### config.mk
export PLATFORM = sky130hd
export DESIGN_NAME = tks_cfg_regs
export DESIGN_NICKNAME = d
export VERILOG_FILES = /design/src/rtl/assert_macros.svh /design/src/rtl/tks_pkg.sv /design/src/rtl/tks_cfg_regs.sv
export SDC_FILE = /design/constraint.sdc
export NUM_CORES = 1
export LEC_CHECK = 0
export BUFFER_PORTS_ARGS = -buffer_cell sky130_fd_sc_hd__buf_2
export CORE_MARGIN = 8
export CORE_UTILIZATION = 43
export DETAILED_ROUTE_END_ITERATION = 10
export PLACE_DENSITY = 0.8
export SETUP_SLACK_MARGIN = 0.1
export SLEW_MARGIN = 20
export SYNTH_ARGS = -nofsm -noshare
export SYNTH_HDL_FRONTEND = slang
export SYNTH_SLANG_ARGS = --single-unit
### constraint.sdc
create_clock -name clk_i -period 1 [get_ports clk_i]
set_input_delay 0.15 -clock clk_i [delete_from_list [all_inputs] [get_ports clk_i]]
set_output_delay 0.15 -clock clk_i [all_outputs]
set_load 0.05 [all_outputs]
### src/rtl/assert_macros.svh
// Assertion macros for the RTL that checks itself (top_k_score_keeper).
`ifndef ASSERT_MACROS_SVH
`define ASSERT_MACROS_SVH

// Checks a property on every rising clock edge, held off while in reset.
`define ASSERT_CLK(label, prop, msg) \
  label: assert property (@(posedge clk_i) disable iff (!rst_ni) (prop)) else $error(msg);

// Checks that a trigger is followed on the next edge by an outcome.
`define ASSERT_NEXT(label, trig, outcome, msg) \
  label: assert property (@(posedge clk_i) disable iff (!rst_ni) (trig) |=> (outcome)) \
    else $error(msg);

`endif

### src/rtl/tks_pkg.sv
// Shared constants and types of the top-K score keeper.
package tks_pkg;

  localparam int unsigned MAX_KEEP_DEF   = 32;
  localparam int unsigned SCORE_BITS_DEF = 32;
  localparam int unsigned ITEM_BITS_DEF  = 24;

  localparam int unsigned RANK_W     = 5;
  localparam int unsigned MIN_SCORE_W = 32;
  localparam int unsigned KEEP_W     = 6;
  localparam int unsigned CFG_DATA_W = 32;
  localparam int unsigned CFG_ADDR_W = 3;

  localparam logic [MIN_SCORE_W-1:0] MIN_SCORE_RST  = 32'd1;
  localparam logic [KEEP_W-1:0]      KEEP_COUNT_RST = 6'd20;

  // Register index, taken from paddr[2]
  localparam logic REG_MIN_SCORE  = 1'b0;
  localparam logic REG_KEEP_COUNT = 1'b1;

  // Input action codes
  localparam logic ACT_OFFER = 1'b0;
  localparam logic ACT_DUMP  = 1'b1;

  // Per-cycle command broadcast to every cell
  typedef struct packed {
    logic offer;  // insert the new pair
    logic shift;  // move everything one cell toward the head
  } cell_ctrl_t;

endpackage

### src/rtl/tks_cfg_regs.sv
// APB configuration registers: min_score and keep_count.
module tks_cfg_regs (
  input  logic                               clk_i,
  input  logic                               rst_ni,
  input  logic                               psel,
  input  logic                               penable,
  input  logic                               pwrite,
  input  logic [tks_pkg::CFG_ADDR_W-1:0]     paddr,
  input  logic [tks_pkg::CFG_DATA_W-1:0]     pwdata,
  output logic [tks_pkg::CFG_DATA_W-1:0]     prdata,
  output logic                               pready,
  output logic [tks_pkg::MIN_SCORE_W-1:0]    min_score_o,
  output logic [tks_pkg::KEEP_W-1:0]         keep_count_o
);

  logic [tks_pkg::MIN_SCORE_W-1:0] min_score_q;
  logic [tks_pkg::KEEP_W-1:0]      keep_count_q;
  logic                            wr_en;

  assign pready = 1'b1;
  assign wr_en  = psel && penable && pwrite && pready;

  always_ff @(posedge clk_i or negedge rst_ni) begin
    if (!rst_ni) begin
      min_score_q  <= tks_pkg::MIN_SCORE_RST;
      keep_count_q <= tks_pkg::KEEP_COUNT_RST;
    end else if (wr_en) begin
      unique case (paddr[2])
        tks_pkg::REG_MIN_SCORE:  min_score_q  <= pwdata[tks_pkg::MIN_SCORE_W-1:0];
        tks_pkg::REG_KEEP_COUNT: keep_count_q <= pwdata[tks_pkg::KEEP_W-1:0];
        default: ;
      endcase
    end
  end

  always_comb begin
    unique case (paddr[2])
      tks_pkg::REG_MIN_SCORE:  prdata = min_score_q;
      tks_pkg::REG_KEEP_COUNT: prdata = tks_pkg::CFG_DATA_W'(keep_count_q);
      default:                 prdata = '0;
    endcase
  end

  assign min_score_o  = min_score_q;
  assign keep_count_o = keep_count_q;

endmodule

==> impl_metrics.py <==
metrics = {
    "critical_path": {
        "worst-path-max-fanout": 2,
        "required_ns": 0.85,
        "reg2reg_from": "keep_count_o[1]",
        "cp-start-kind": "flop",
        "critical_path.max_stage_delay_ns": 0.44,
        "cp_num_cells": 2,
        "crit_buf_inv": 1,
        "crit_path_cell_trace": "mux2_4, buf_6",
        "critPathKind": "reg -> out",
        "end_kind": "output pin",
        "critical-path-top-delay-family": "flip-flops",
        "worstRegToRegCells": 3,
        "r2r_setup_slack_ns": -0.02,
        "startpoint": "min_score_o[1]",
        "critPathArrivalTime_ns": 1.17,
        "reg2reg_to": "keep_count_o[1]",
        "cp-endpoint": "prdata[1]",
        "cpMaxStageDelayCell": "dfrtp_2",
    },
    "yosys": {
        "synth_edf_count": 0,
        "syn_avg_cell_area_um2": 15.33,
        "synthAdderAreaFrac_pct": 0,
        "synth.top_cells.by_area": "dfrtp_1, mux2_4, nor2b_1, mux2_2, dfstp_2",
        "synthMuxAreaShare_pct": 33.33,
        "netlist_instances": 119,
        "synth-xor-area-share_pct": 0,
        "synth.distinct_cells": 12,
        "synth_area_leader_cell": "dfrtp_1",
        "ys.flop_type": "dfrtp_1",
        "synth_compound_area_share_pct": 0,
        "synth_seq_area_share_pct": 52.33,
        "ys_ff_latch": 38,
        "syn-cell-area_um2": 1824,
        "yosysMostFrequentCell": "dfrtp_1",
        "ys_warn_count": 0,
        "synth_commonest_cells": "dfrtp_1, mux2_4, nor2b_1",
        "synthSimpleGateAreaFrac_pct": 10.56,
        "synth_top_area_share_pct": 48.01,
        "synth_fp_nets": 159,
        "synth_top_family_by_area": "multiplexers",
        "async_reset_ff_share_pct": 100.0,
    },
    "route": {
        "vias_per_cell": 5.102,
        "postRouteAntennaNets": 0,
        "drtIter0Drc": 84,
        "drc": 0,
        "routedWlPerCell_um": 26.67,
        "vias": 1658,
        "wirelength_um": 8668,
        "first_pass_iters": 4,
    },
    "die": {
        "pin_count": 111,
        "rows": 23,
        "start_util_pct": 45.28,
        "die_y_um": 81.14,
        "fp.coreArea_um2": 4029,
        "die-area_um2": 6583,
        "die_x_um": 81.14,
    },
    "global_routing": {
        "antenna_found_initial": 0,
        "grt_usage_pct": 20.47,
        "grt_pass1_vias": 1771,
        "grt_max_degree": 39,
        "grt_pass1_wl_um": 10060,
        "grt-ovfl-total": 0,
    },
    "sta": {
        "hold_violations": 0,
        "fin_crit_ns": 1.317,
        "report.final.slew_viol_count": 0,
        "max_clock_freq_mhz": 759.6,
        "fin_skew_ns": 0,
        "setup_violations": 72,
        "rsz0062_at_grt": "yes",
        "fin_crit_sh_pct": 131.7,
        "fin_ws_ns": -0.3165,
    },
    "clock_network": {
        "h-tree-depth": 2,
        "clkTransAtPathRegs_ns": 0.08,
        "clk_root_buffer_cell": "clkbuf_8",
        "cts_tree": "done",
        "cts_buffer_depth": 2,
        "cts.sinks": 38,
        "clk_latency_ns": 0.28,
        "cts_made_buffers": 5,
    },
    "min_path": {
        "holdCritPathClass": "in -> reg",
    },
    "place": {
        "post_dp_cell_area_um2": 2830,
        "place.port_buffers": 107,
        "dp_cells": 290,
        "place_congestion": 0.7590,
        "dp_hpwl_um": 4161,
        "pre_cts_ws_ns": -0.1826,
    },
    "pwr": {
        "p_leak_nw": 1.947,
        "peakVddDrop_mv": 2.333,
        "p_total_mw": 9.047,
        "power.density_nw_per_um2": 2376,
    },
    "cells_and_area": {
        "design_area_um2": 3807,
        "utilization_pct": 94.50,
        "syn_to_final_growth_pct": 108.7,
        "layout.nets": 313,
        "drive_above_1_share_pct": 97.81,
        "fin_cells": 325,
    },
    "run_status": {
        "violations": "setup timing",
        "status": "complete, but fails checks",
    },
    "flow_run": {
        "maxCapViolations": 0,
    },
}
==> worst register-to-register path: cells and delay by family (launching register included) <==
kind	cells	cell delay (ns)
buf+inv	2	0.23
mux	1	0.25
flops	1	0.43
==> what timing repair did <==
item                                    CTS  global route
endpoints found under the setup margin   74            88
endpoints found under the hold margin    35             0
buffers inserted                         12            20
hold buffers                              1             0
cloned                                    0             0
gates resized for setup                 167            43
==> logic make-up (layout without fill, tap and decap cells) <==
logic type | count (synthesis) | count (layout)
other | 1 | 2
flip-flops | 38 | 38
multiplexers | 44 | 44
AND/OR/NAND/NOR | 28 | 28
buffers and inverters | 8 | 163
==> stage by stage <==
| step | TNS [ns] | hold slack, ns |
|---|---|---|
| 2_1_floorplan | -3.361 | -0.1456 |
| 3_3_place_gp | -7.897 | 0.1300 |
| 3_5_place_dp | -9.370 | 0.1310 |
| 4_1_cts | -7.747 | 0.08542 |
| 5_1_grt | -11.67 | 0.08112 |
| 6_report | -9.579 | 0.08689 |
==> layout make-up <==
class / count / area, um2
Antenna cell: 1 / 2.502
Clock buffer: 7 / 86.33
Clock inverter: 1 / 5.005
Fill cell: 99 / 221.5
Multi-Input combinational cell: 73 / 1041
Sequential cell: 38 / 996.0
Tap cell: 50 / 62.56
Timing Repair Buffer: 155 / 1614
==> cell usage in the layout (no fill, tap or decap) <==
master / synthesis / routed
dfstp_2: 3 / 3
buf_6: 4 / 70
dfrtp_1: 35 / 2
buf_4: 1 / 12
buf_12: 0 / 3
nand4_1: 1 / 1
diode_2: 0 / 1
dfrtp_2: 0 / 33
nand4b_4: 1 / 1
buf_8: 0 / 32
conb_1: 1 / 1
clkinv_2: 0 / 1
nor2b_4: 0 / 26
clkbuf_8: 0 / 6
dlygate4sd3_1: 0 / 1
mux2_4: 30 / 41
clkbuf_1: 2 / 1
buf_2: 1 / 37
mux2_2: 14 / 3
==> how the worst min path moves through the flow <==
stage / start / cells after the start / slack [ns] / end
after floorplan: rst_ni / 0 / -0.15 / keep_count_o[0]
after detailed placement: rst_ni / 2 / 0.13 / min_score_o[8]
after global routing: pwdata[28] / 2 / 0.08 / min_score_o[28]
final: pwdata[28] / 2 / 0.09 / min_score_o[28]
after CTS: pwdata[16] / 2 / 0.09 / min_score_o[16]
after global placement: rst_ni / 2 / 0.13 / min_score_o[8]
==> where the power goes <==
group / switching (mW) / internal [mW]
combinational: 2.94 / 2.65
sequential: 0.416 / 1.96
clock: 0.533 / 0.557
==> layer usage <==
| layer | GRT usage (%) | vias to the layer above | wire length [um] |
|---|---|---|---|
| li1 | - | 705 | - |
| met1 | 19.34 | 840 | 2810 |
| met2 | 40.42 | 86 | 4945 |
| met3 | 6.181 | 27 | 536 |
| met4 | 6.964 | 0 | 376 |
| met5 | 0 | - | 0 |
==> flip-flops by register name (all words and copies together), names as in the netlist <==
register      cells
keep_count_o      6
min_score_o      32
(Power assumes the default switching activity.)
