[src/rtl/assert_macros.svh]
// Assertion macros for the RTL that checks itself (top_k_score_keeper).
`ifndef ASSERT_MACROS_SVH
`define ASSERT_MACROS_SVH

// Checks a property on every rising clock edge, held off while in reset.
`define ASSERT_CLK(label, prop, msg) \
  label: assert property (@(posedge clk_i) disable iff (!rst_ni) (prop)) else $error(msg);

// Checks that a trigger is followed on the next edge by an outcome.
`define ASSERT_NEXT(label, trig, outcome, msg) \
  label: assert property (@(posedge clk_i) disable iff (!rst_ni) (trig) |=> (outcome)) \
    else $error(msg);

`endif

[src/rtl/tks_pkg.sv]
// Shared constants and types of the top-K score keeper.
package tks_pkg;

  localparam int unsigned MAX_KEEP_DEF   = 32;
  localparam int unsigned SCORE_BITS_DEF = 32;
  localparam int unsigned ITEM_BITS_DEF  = 24;

  localparam int unsigned RANK_W     = 5;
  localparam int unsigned MIN_SCORE_W = 32;
  localparam int unsigned KEEP_W     = 6;
  localparam int unsigned CFG_DATA_W = 32;
  localparam int unsigned CFG_ADDR_W = 3;

  localparam logic [MIN_SCORE_W-1:0] MIN_SCORE_RST  = 32'd1;
  localparam logic [KEEP_W-1:0]      KEEP_COUNT_RST = 6'd20;

  // Register index, taken from paddr[2]
  localparam logic REG_MIN_SCORE  = 1'b0;
  localparam logic REG_KEEP_COUNT = 1'b1;

  // Input action codes
  localparam logic ACT_OFFER = 1'b0;
  localparam logic ACT_DUMP  = 1'b1;

  // Per-cycle command broadcast to every cell
  typedef struct packed {
    logic offer;  // insert the new pair
    logic shift;  // move everything one cell toward the head
  } cell_ctrl_t;

endpackage

[src/rtl/tks_cell.sv]
// One slot of the sorted chain: holds a pair, inserts or shifts per command.
module tks_cell #(
  parameter int unsigned SCORE_BITS = tks_pkg::SCORE_BITS_DEF,
  parameter int unsigned ITEM_BITS  = tks_pkg::ITEM_BITS_DEF
) (
  input  logic                  clk_i,
  input  logic                  rst_ni,
  input  tks_pkg::cell_ctrl_t   ctrl_i,
  input  logic [SCORE_BITS-1:0] new_score_i,
  input  logic [ITEM_BITS-1:0]  new_item_i,
  input  logic                  set_valid_i,   // slot kept after this offer
  input  logic                  prev_gt_i,     // upper neighbor outranks the new pair
  input  logic [SCORE_BITS-1:0] prev_score_i,
  input  logic [ITEM_BITS-1:0]  prev_item_i,
  input  logic                  next_valid_i,
  input  logic [SCORE_BITS-1:0] next_score_i,
  input  logic [ITEM_BITS-1:0]  next_item_i,
  output logic                  gt_o,
  output logic                  valid_o,
  output logic [SCORE_BITS-1:0] score_o,
  output logic [ITEM_BITS-1:0]  item_o
);

  logic                  valid_q;
  logic [SCORE_BITS-1:0] score_q, score_d;
  logic [ITEM_BITS-1:0]  item_q, item_d;

  // Strictly greater: equal scores let the newer pair rank above.
  assign gt_o = valid_q && (score_q > new_score_i);

  always_comb begin
    priority if (ctrl_i.shift) begin
      score_d = next_score_i;
      item_d  = next_item_i;
    end else if (ctrl_i.offer && !gt_o && prev_gt_i) begin
      score_d = new_score_i;
      item_d  = new_item_i;
    end else if (ctrl_i.offer && !gt_o) begin
      score_d = prev_score_i;
      item_d  = prev_item_i;
    end else begin
      score_d = score_q;
      item_d  = item_q;
    end
  end

  always_ff @(posedge clk_i or negedge rst_ni) begin
    if (!rst_ni) begin
      valid_q <= 1'b0;
    end else if (ctrl_i.shift) begin
      valid_q <= next_valid_i;
    end else if (ctrl_i.offer) begin
      valid_q <= set_valid_i;
    end
  end

  always_ff @(posedge clk_i) begin
    score_q <= score_d;
    item_q  <= item_d;
  end

  assign valid_o = valid_q;
  assign score_o = score_q;
  assign item_o  = item_q;

endmodule

[config.mk]
export PLATFORM = sky130hd
export DESIGN_NAME = tks_cell
export DESIGN_NICKNAME = d
export VERILOG_FILES = /design/src/rtl/assert_macros.svh /design/src/rtl/tks_pkg.sv /design/src/rtl/tks_cell.sv
export SDC_FILE = /design/constraint.sdc
export NUM_CORES = 1
export LEC_CHECK = 0
export BUFFER_PORTS_ARGS = -buffer_cell sky130_fd_sc_hd__buf_4
export CORE_UTILIZATION = 25
export DETAILED_ROUTE_END_ITERATION = 16
export HOLD_SLACK_MARGIN = 0.1
export PLACE_DENSITY = 0.51
export SLEW_MARGIN = 30
export SYNTH_ARGS = -nofsm -noshare
export SYNTH_HDL_FRONTEND = slang
export SYNTH_SLANG_ARGS = --single-unit
[constraint.sdc]
create_clock -name clk_i -period 3.6 [get_ports clk_i]
set_input_delay 0 -clock clk_i [delete_from_list [all_inputs] [get_ports clk_i]]
set_output_delay 0 -clock clk_i [all_outputs]
set_load 0.01 [all_outputs]
==> flow_summary.json, run 1 <==
{
  "status": "completed",
  "synth_ff_type": "edfxtp_1",
  "drt_wl_total_um": 16890,
  "final-setup-viol-count": 0,
  "detail_route.wl_per_cell_um": 17.10,
  "tightest_slew_ns": 0.7563,
  "mostFrequentLayoutCell": "buf_4",
  "hold_viol_final": 0,
  "grt_setup_unrepaired": "false",
  "cts-root-buf": "clkbuf_16",
  "rows": 48,
  "drt_iter0_drc": 232,
  "cts_buffers": 9,
  "ff2ff_path_depth": 9,
  "grt-ovfl-total": 0,
  "dr.pass1.iters": 7,
  "antenna_found_initial": 0,
  "grt_pass1_wl_um": 25700,
  "worst_setup_path_end_kind": "register",
  "num_antenna_cells": 0,
  "clock.fmax_mhz": 293.4,
  "die-area_um2": 18060,
  "cts_tree": "yes",
  "postCtsSetupBuffers": 0,
  "slew_headroom": 0.4958,
  "synth_warnings": 0,
  "portBuffers": 232,
  "netlist_instances": 454,
  "dp_hpwl_um": 11580,
  "worst-r2r-setup-slack_ns": 0.19,
  "clk_path_buf_depth": 2,
  "dieHeight_um": 134.4,
  "die_width_um": 134.4,
  "final_nets": 965,
  "synth-edff-count": 56,
  "crit_type": "register to register",
  "ys_types": 32,
  "crit_slowest_cell": "o31ai_4",
  "p_per_area_nw_per_um2": 331.1,
  "hp-start": "new_item_i[5]",
  "cp.arrival_ns": 3.60,
  "htree_levels": 3,
  "period_needed_ns": 3.409,
  "area_growth_pct": 73.81,
  "globalplace.congestion": 0.7660,
  "clk_pin_slew_ns": 0.05,
  "worst-path-max-fanout": 18,
  "cts.sinks": 57,
  "path_common_cell": "a21oi_1",
  "avgSynthCellArea_um2": 9.649,
  "crit_chain": "ha_1, a21oi_1, o21ai_0, a221o_1, o31ai_4, buf_4, a41oi_1, a21oi_1, dlygate4sd3_1",
  "vias_per_cell": 4.945,
  "grt_pass1_vias": 4945,
  "ios": 233,
  "ir_worst_vdd_mv": 0.2298,
  "fin_crit_sh": 0.9468,
  "fin_util": 0.4433,
  "synth_nets": 661,
  "start_util": 0.2550,
  "coreArea_um2": 17180,
  "worstSkewPairLatency_ns": 0.33,
  "fin_area_um2": 7614,
  "postRouteAntennaNets": 0,
  "drive_gt1_frac": 0.3473,
  "grt.total_usage": 0.1837,
  "ys_async_sr_fraction": 0.01754,
  "final_cell_mix": "buf_4 (241), dlygate4sd3_1 (95), nor2b_1 (57)",
  "yosysSeqAreaShare": 0.3896,
  "fin_setup_tns_ns": 0,
  "hold_path.class": "input port to register",
  "min_path_cells": 3,
  "rr_endpoint": "item_o[12]",
  "num_vias": 4886,
  "ys_seq_elements": 57,
  "r2r-start": "score_o[7]",
  "maxCapViolCount": 0,
  "drc": 0,
  "crit_path_start_kind": "register",
  "power_mw": 2.521,
  "min_to": "item_o[5]",
  "worstPathRequired_ns": 3.79,
  "slowest_delay_ns": 0.64,
  "p_leak_nw": 3.304,
  "finClkSkew_ns": 0.006748,
  "synth_area_um2": 4380,
  "postPlaceCellArea_um2": 6344,
  "report.final.slew_viol_count": 0,
  "grt_max_degree": 118
}
## routing by layer
layer  GRT usage  part of all wire
met5           0                 0
met1      0.2197              0.41
met2      0.3244              0.51
met3     0.03817             0.061
met4     0.06429             0.017
## synth_stat cells (all sizes together) (8+ instances only)
cell    number  area, µm²
buf         16      105.1
nand4        8      50.05
edfxtp      56       1682
ha          32      400.4
nor2b       57      356.6
nand2b      30      187.7
a21oi       41      205.2
clkbuf      30      112.6
a41oi       26      227.7
nand2        9      33.78
nor4        31      193.9
a221o       31      310.3
inv         34      127.6
o31ai       27      202.7
## timing repair
action | 4_1_cts | 5_1_grt
endpoints found under the setup margin | 0 | 8
hold endpoints to repair | 58 | 0
hold buffers | 95 | 0
resized for setup | 0 | 2
## report_power, final
part | total (mW) | switching, mW | internal [mW]
clock | 0.878 | 0.307 | 0.571
combinational | 0.779 | 0.352 | 0.427
sequential | 0.864 | 0.0387 | 0.825
## cell families after synthesis
logic type,share of synthesized area
and+or+nand+nor,0.1988
adders and majority gates,0.09140
buffers and inverters,0.07883
DFF,0.3896
AOI/OAI and AO/OA,0.2391
muxes,0.002285
## state kept, by name, summed over array words and instances (netlist names)
| register | flops |
|---|---|
| valid_o | 1 |
| score_o | 32 |
| item_o | 24 |
## layout make-up
cell class	count	area (µm²)
clock buffers	13	260.3
clock inverters	3	40.04
fillers	1703	9563
inverters	34	127.6
multi-input cells	317	2386
flip-flops and latches	57	1707
well taps	225	281.5
repair buffers	339	2811
## how the worst max path moves through the flow
| stage | slack, ns | end | startpoint |
|---|---|---|---|
| after detailed placement | 0.38 | score_o[22] | score_o[30] |
| after global placement | 0.44 | score_o[22] | score_o[30] |
| final | 0.19 | item_o[12] | score_o[7] |
| after CTS | 0.04 | item_o[14] | score_o[30] |
| after global routing | 0.02 | item_o[12] | score_o[14] |
| after floorplan | 0.41 | item_o[0] | score_o[14] |
## worst max-delay path: cells and delay by family, from the launching register on
kind            cells  cell delay (ns)
compound gates      6             1.58
buf+inv             2             0.95
flops               1             0.39
fa+ha+maj           1             0.33
## through the flow
step | hold slack, ns | setup slack [ns] | instances
6_report | 0.1091 | 0.1913 | 988
5_1_grt | 0.1129 | 0.01767 | 988
4_1_cts | 0.1004 | 0.03961 | 988
3_5_place_dp | -0.2202 | 0.3849 | 877
3_3_place_gp | -0.2224 | 0.4411 | 877
2_1_floorplan | -0.2956 | 0.4125 | 454
No activity file was read; power rests on OpenSTA's default activity.
==> run 2: changes to the inputs <==
Settings changed: CORE_UTILIZATION 25 to 45, PLACE_DENSITY 0.51 to 0.81.
==> flow_summary.json, run 2 (same netlist as run 1, synthesis figures left out) <==
{
  "tightest_slew_ns": 0.8839,
  "htree_levels": 3,
  "largest_reg_flops": 32,
  "pre_cts_ws_ns": 0.3146,
  "postRouteAntennaNets": 0,
  "grt-ovfl-total": 0,
  "hold_path.class": "input port to register",
  "rr_endpoint": "item_o[16]",
  "vias_per_cell": 5.805,
  "p_per_area_nw_per_um2": 316.6,
  "worst-r2r-setup-slack_ns": 0.14,
  "mostFrequentLayoutCell": "buf_4",
  "hold_viol_final": 0,
  "slew_headroom": 0.4107,
  "grt_setup_unrepaired": "false",
  "worstSkewPairLatency_ns": 0.34,
  "start_util": 0.4696,
  "finClkSkew_ns": 0.01446,
  "portBuffers": 232,
  "worstPathRequired_ns": 3.70,
  "rows": 35,
  "r2r-start": "score_o[7]",
  "cts-root-buf": "clkbuf_8",
  "holdWs_ns": 0.1027,
  "switchingPower_uw": 695.5,
  "ir_worst_vdd_mv": 0.2196,
  "die_width_um": 100.7,
  "fin_setup_tns_ns": 0,
  "crit_path_end": "item_o[16]",
  "final_cell_mix": "buf_4 (239), dlygate4sd3_1 (96), nor2b_1 (57)",
  "grt.total_usage": 0.3287,
  "dr.pass1.iters": 5,
  "drt_wl_total_um": 17480,
  "clk_pin_slew_ns": 0.07,
  "seqPwrFrac": 0.367,
  "cts.sinks": 57,
  "period_needed_ns": 3.457,
  "final-setup-viol-count": 0,
  "num_vias": 5190,
  "p_leak_nw": 3.258,
  "cts_tree": "yes",
  "clock_power_share": 0.284,
  "die-area_um2": 10130,
  "worst-path-max-fanout": 34,
  "final_nets": 966,
  "startpoint": "score_o[7]",
  "p_int_mw": 1.654,
  "globalplace.congestion": 0.8623,
  "maxCapViolCount": 0,
  "grt_max_degree": 146,
  "crit_path_start_kind": "register",
  "grt_pass1_vias": 5052,
  "worst_setup_path_end_kind": "register",
  "cts_buffers": 9,
  "area_growth_pct": 69.44,
  "clock.fmax_mhz": 289.3,
  "drive_gt1_frac": 0.3482,
  "fin_ws_ns": 0.1432,
  "detail_route.wl_per_cell_um": 19.55,
  "status": "completed",
  "p_sw_frac": 0.2960,
  "drt_iter0_drc": 299,
  "coreArea_um2": 9328,
  "grt_pass1_wl_um": 25470,
  "ios": 233,
  "dp_hpwl_um": 10540,
  "p_comb_frac": 0.349,
  "drc": 0,
  "ff2ff_path_depth": 9,
  "cp.arrival_ns": 3.55,
  "crit_type": "register to register",
  "dieHeight_um": 100.7,
  "antenna_found_initial": 0,
  "report.final.slew_viol_count": 0,
  "fin_crit_sh": 0.9602,
  "fillers": 571,
  "clk_path_buf_depth": 2
}
run 2: cell count changes in the layout (fill, tap and decap cells not counted), sizes merged:
cell         previous run  this run
bufinv                  1         2
buf                   244       243
clkinv                  2         4
dlygate4sd3            95        96
diode                   0         1
a21oi                  41        42
clkbuf                 13        10
run 2: what timing repair did:
action / in CTS / in global routing
hold endpoints to repair: 58 / 0
buffers inserted: 0 / 1
endpoints found under the setup margin: 0 / 33
hold buffers: 96 / 0
resized for setup: 0 / 3
run 2: how the worst min path moves through the flow:
stage                                 from           to  slack, ns  cells past startpoint
after detailed placement            rst_ni      valid_o      -0.22                      1
after global routing      prev_score_i[18]  score_o[18]       0.11                      3
after floorplan                     rst_ni      valid_o      -0.30                      0
after global placement              rst_ni      valid_o      -0.22                      1
final                      prev_score_i[1]   score_o[1]       0.10                      3
after CTS                  prev_score_i[1]   score_o[1]       0.10                      3
run 2: power groups by stage:
stage	clock (mW)	sequential (mW)	combinational [mW]
detailed placement	0	0.876	0.679
floorplan	0	0.905	0.289
global route	0.697	0.870	0.876
global placement	0	0.870	0.662
finish	0.667	0.863	0.819
CTS	0.656	0.861	0.782
run 2: critical path, stage by stage, from the launching register on:
cell,delay [ns]
edfxtp_1,0.40
ha_1,0.33
a21oi_1,0.16
o21ai_0,0.14
a221o_1,0.38
o31a_2,0.49
buf_12,0.22
o31ai_1,0.40
a21oi_1,0.13
dlygate4sd3_1,0.58
run 2: stage by stage:
step / instances / total power, mW / util / cell area [µm²]
floorplan: 454 / 1.194 / - / 4380
global placement: 779 / 1.533 / 0.6655 / 6207
detailed placement: 779 / 1.555 / 0.6664 / 6216
CTS: 891 / 2.300 / 0.7920 / 7387
global route: 893 / 2.443 / 0.7954 / 7420
finish: 894 / 2.350 / 0.7957 / 7422
run 2: metal layers:
layer / vias up / GRT usage / wire length (µm)
li1: 2379 / - / -
met1: 2418 / 0.3864 / 6392
met2: 330 / 0.5727 / 8827
met3: 63 / 0.06519 / 1459
met4: 0 / 0.1616 / 802
met5: - / 0 / 0
run 2: area by class of cell:
class                   instances  area (µm²)  area share
repair buffers                339        2826      0.3808
multi-input cells             318        2387      0.3216
clock inverters                 6       82.58     0.01113
diodes                          1       2.502   0.0003372
clock buffers                  10       127.6     0.01719
flip-flops and latches         57        1707      0.2299
well taps                     129       161.4     0.02175
inverters                      34       127.6     0.01719
==> run 3: changes to the inputs <==
Settings changed: BUFFER_PORTS_ARGS -buffer_cell sky130_fd_sc_hd__buf_4 to default, CORE_UTILIZATION 45 to 43, DONT_BUFFER_PORTS from default to 1, PLACE_DENSITY 0.81 to 0.59.
==> flow_summary.json, run 3 <==
{
  "ys_types": 32,
  "status": "aborted with a tool error",
  "postCtsSetupBuffers": 0,
  "htree_levels": 3,
  "cts_hold_buffers": 115,
  "yosysSeqAreaShare": 0.3896,
  "dp_hpwl_um": 8452,
  "first-error": "[ERROR RSZ-0060] Max buffer count reached.",
  "synth_area_um2": 4380,
  "synth_ff_type": "edfxtp_1",
  "synth_most_common_cell": "nor2b_1",
  "cts_resized": 0,
  "synth-edff-count": 56,
  "ys_seq_elements": 57,
  "synth.area.top_cells": "edfxtp_1 (38%), ha_1 (9.1%), nor2b_1 (8.1%)",
  "clk_path_buf_depth": 2,
  "cts_buffers": 9,
  "synth_commonest_cells": "nor2b_1 (57), edfxtp_1 (56), a21oi_1 (41)",
  "portBuffers": 0,
  "synth_warnings": 0,
  "cts.sinks": 57,
  "die_width_um": 102.9,
  "ios": 233,
  "cts-root-buf": "clkbuf_8",
  "ys_async_sr_fraction": 0.01754,
  "globalplace.congestion": 0.7548,
  "dieHeight_um": 102.9,
  "synth_largest_area_cell": "edfxtp_1",
  "stop_stage": "clock tree synthesis (4_1_cts)",
  "netlist_instances": 454,
  "rows": 36,
  "synth_nets": 661,
  "start_util": 0.4461,
  "avgSynthCellArea_um2": 9.649,
  "synth_top_cell_area_share": 0.3839
}
-- run 3: metrics by stage --
stage               worst slack (ns)  utilization  cell area, µm²  instances
floorplan                     0.4125            -            4380        454
global placement              0.5799       0.4532            4451        550
detailed placement            0.5445       0.4537            4456        550
-- run 3: kinds of logic after synthesis --
logic type | count (synthesis) | share of synthesized area
muxes | 1 | 0.002285
buffers and inverters | 80 | 0.07883
DFF | 57 | 0.3896
adders and majority gates | 32 | 0.09140
and+or+nand+nor | 145 | 0.1988
AOI/OAI and AO/OA | 139 | 0.2391
==> run 4: changes to the inputs <==
Settings changed: CORE_UTILIZATION 43 to 28, HOLD_SLACK_MARGIN 0.1 to default, PLACE_DENSITY 0.59 to default, PLACE_DENSITY_LB_ADDON from default to 0.15.
==> flow_summary.json, run 4 (same netlist as run 1, synthesis figures left out) <==
{
  "num_antenna_cells": 0,
  "fin_crit_sh": 0.9322,
  "maxCapViolCount": 0,
  "clk_pin_slew_ns": 0.06,
  "fin_area_um2": 5926,
  "fin_setup_tns_ns": 0,
  "worstSkewPairLatency_ns": 0.33,
  "p_int_mw": 1.672,
  "mostFrequentLayoutCell": "dlygate4sd3_1",
  "switchingPower_uw": 648.0,
  "grt_pass1_wl_um": 23560,
  "worst_setup_path_end_kind": "register",
  "report.final.slew_viol_count": 0,
  "dieHeight_um": 127.1,
  "p_comb_frac": 0.207,
  "clock.fmax_mhz": 298.0,
  "holdWs_ns": 0.01620,
  "clk_path_buf_depth": 2,
  "num_vias": 4120,
  "final_cell_mix": "dlygate4sd3_1 (97), nor2b_1 (57), edfxtp_1 (56)",
  "fin_util": 0.3884,
  "finClkSkew_ns": 0.006537,
  "final_nets": 736,
  "power_mw": 2.320,
  "rows": 45,
  "dp_cells": 630,
  "crit_path_start_kind": "register",
  "vias_per_cell": 5.530,
  "grt_pass1_vias": 4073,
  "slew_headroom": 0.4267,
  "p_sw_frac": 0.2793,
  "globalplace.congestion": 0.7826,
  "worstPathRequired_ns": 3.80,
  "grt_max_degree": 107,
  "seqPwrFrac": 0.394,
  "period_needed_ns": 3.356,
  "area_growth_pct": 35.28,
  "hold_path.class": "input port to register",
  "cts_tree": "yes",
  "tightest_slew_ns": 0.8581,
  "antenna_found_initial": 0,
  "layoutNonFillerInstCount": 745,
  "clock_power_share": 0.398,
  "drt_iter0_drc": 369,
  "cts-root-buf": "clkbuf_16",
  "drive_gt1_frac": 0.06554,
  "dr.pass1.iters": 5,
  "p_per_area_nw_per_um2": 391.5,
  "drc": 0,
  "drt_wl_total_um": 15640,
  "p_leak_nw": 2.221,
  "portBuffers": 0,
  "start_util": 0.2871,
  "die_width_um": 127.1,
  "postRouteAntennaNets": 0,
  "die-area_um2": 16150,
  "dp_hpwl_um": 10140,
  "detail_route.wl_per_cell_um": 20.99,
  "status": "completed",
  "pre_cts_ws_ns": 0.3720,
  "grt-ovfl-total": 0,
  "worst-path-max-fanout": 29,
  "grt.total_usage": 0.1911,
  "hold_viol_final": 0,
  "cts.sinks": 57,
  "coreArea_um2": 15260,
  "crit_type": "register to register",
  "grt_setup_unrepaired": "false",
  "final-setup-viol-count": 0,
  "cp.arrival_ns": 3.56,
  "htree_levels": 3,
  "ir_worst_vdd_mv": 0.2080,
  "postPlaceCellArea_um2": 4589,
  "largest_reg_flops": 32,
  "cts_buffers": 9,
  "ios": 233,
  "fin_ws_ns": 0.2441
}
## run 4: timing repair
item                                   4_1_cts  5_1_grt
endpoints found under the hold margin       58        0
setup endpoints to repair                    0       18
hold buffers                                98        0
gates resized for setup                      0        5
setup buffers                                0        1
## run 4: final cells by class
| class | count | area, µm² |
|---|---|---|
| Clock inverter | 6 | 82.58 |
| Multi-Input combinational cell | 317 | 2386 |
| Timing Repair Buffer | 110 | 1130 |
| Inverter | 34 | 127.6 |
| Fill cell | 1528 | 9333 |
| Clock buffer | 10 | 229.0 |
| Tap cell | 211 | 264.0 |
| Sequential cell | 57 | 1707 |
## run 4: layer usage
layer	global-route usage	up-vias	wire, µm
li1	-	1923	-
met1	0.2427	1982	6769
met2	0.3129	198	7463
met3	0.05193	17	1109
met4	0.06513	0	298
met5	0	-	0
## run 4: worst paths after layout
path	startpoint	end	slack, ns	depth (start not counted)
setup / recovery	score_o[31]	score_o[0]	0.24	10
min in group asynchronous	rst_ni	valid_o	0.42	2
max in group asynchronous	rst_ni	valid_o	3.07	2
hold reg to reg	valid_o	valid_o	1.32	3
hold / removal	prev_score_i[17]	score_o[17]	0.02	2
setup reg to reg	score_o[31]	score_o[0]	0.24	10
## run 4: power by group through the flow
stage	sequential, mW	clock [mW]	combinational (mW)
2_1_floorplan	0.905	0	0.289
3_3_place_gp	0.930	0	0.358
3_5_place_dp	0.929	0	0.364
4_1_cts	0.916	0.948	0.475
5_1_grt	0.922	0.973	0.535
6_report	0.915	0.924	0.481
## run 4: worst max-delay path, stage by stage (launching register included)
cell	delay [ns]
edfxtp_1	0.47
ha_1	0.35
nand4_1	0.24
nor2_1	0.17
a222oi_1	0.09
buf_4	0.16
a21oi_4	0.67
buf_6	0.26
o31ai_1	0.09
a21oi_1	0.15
dlygate4sd3_1	0.56
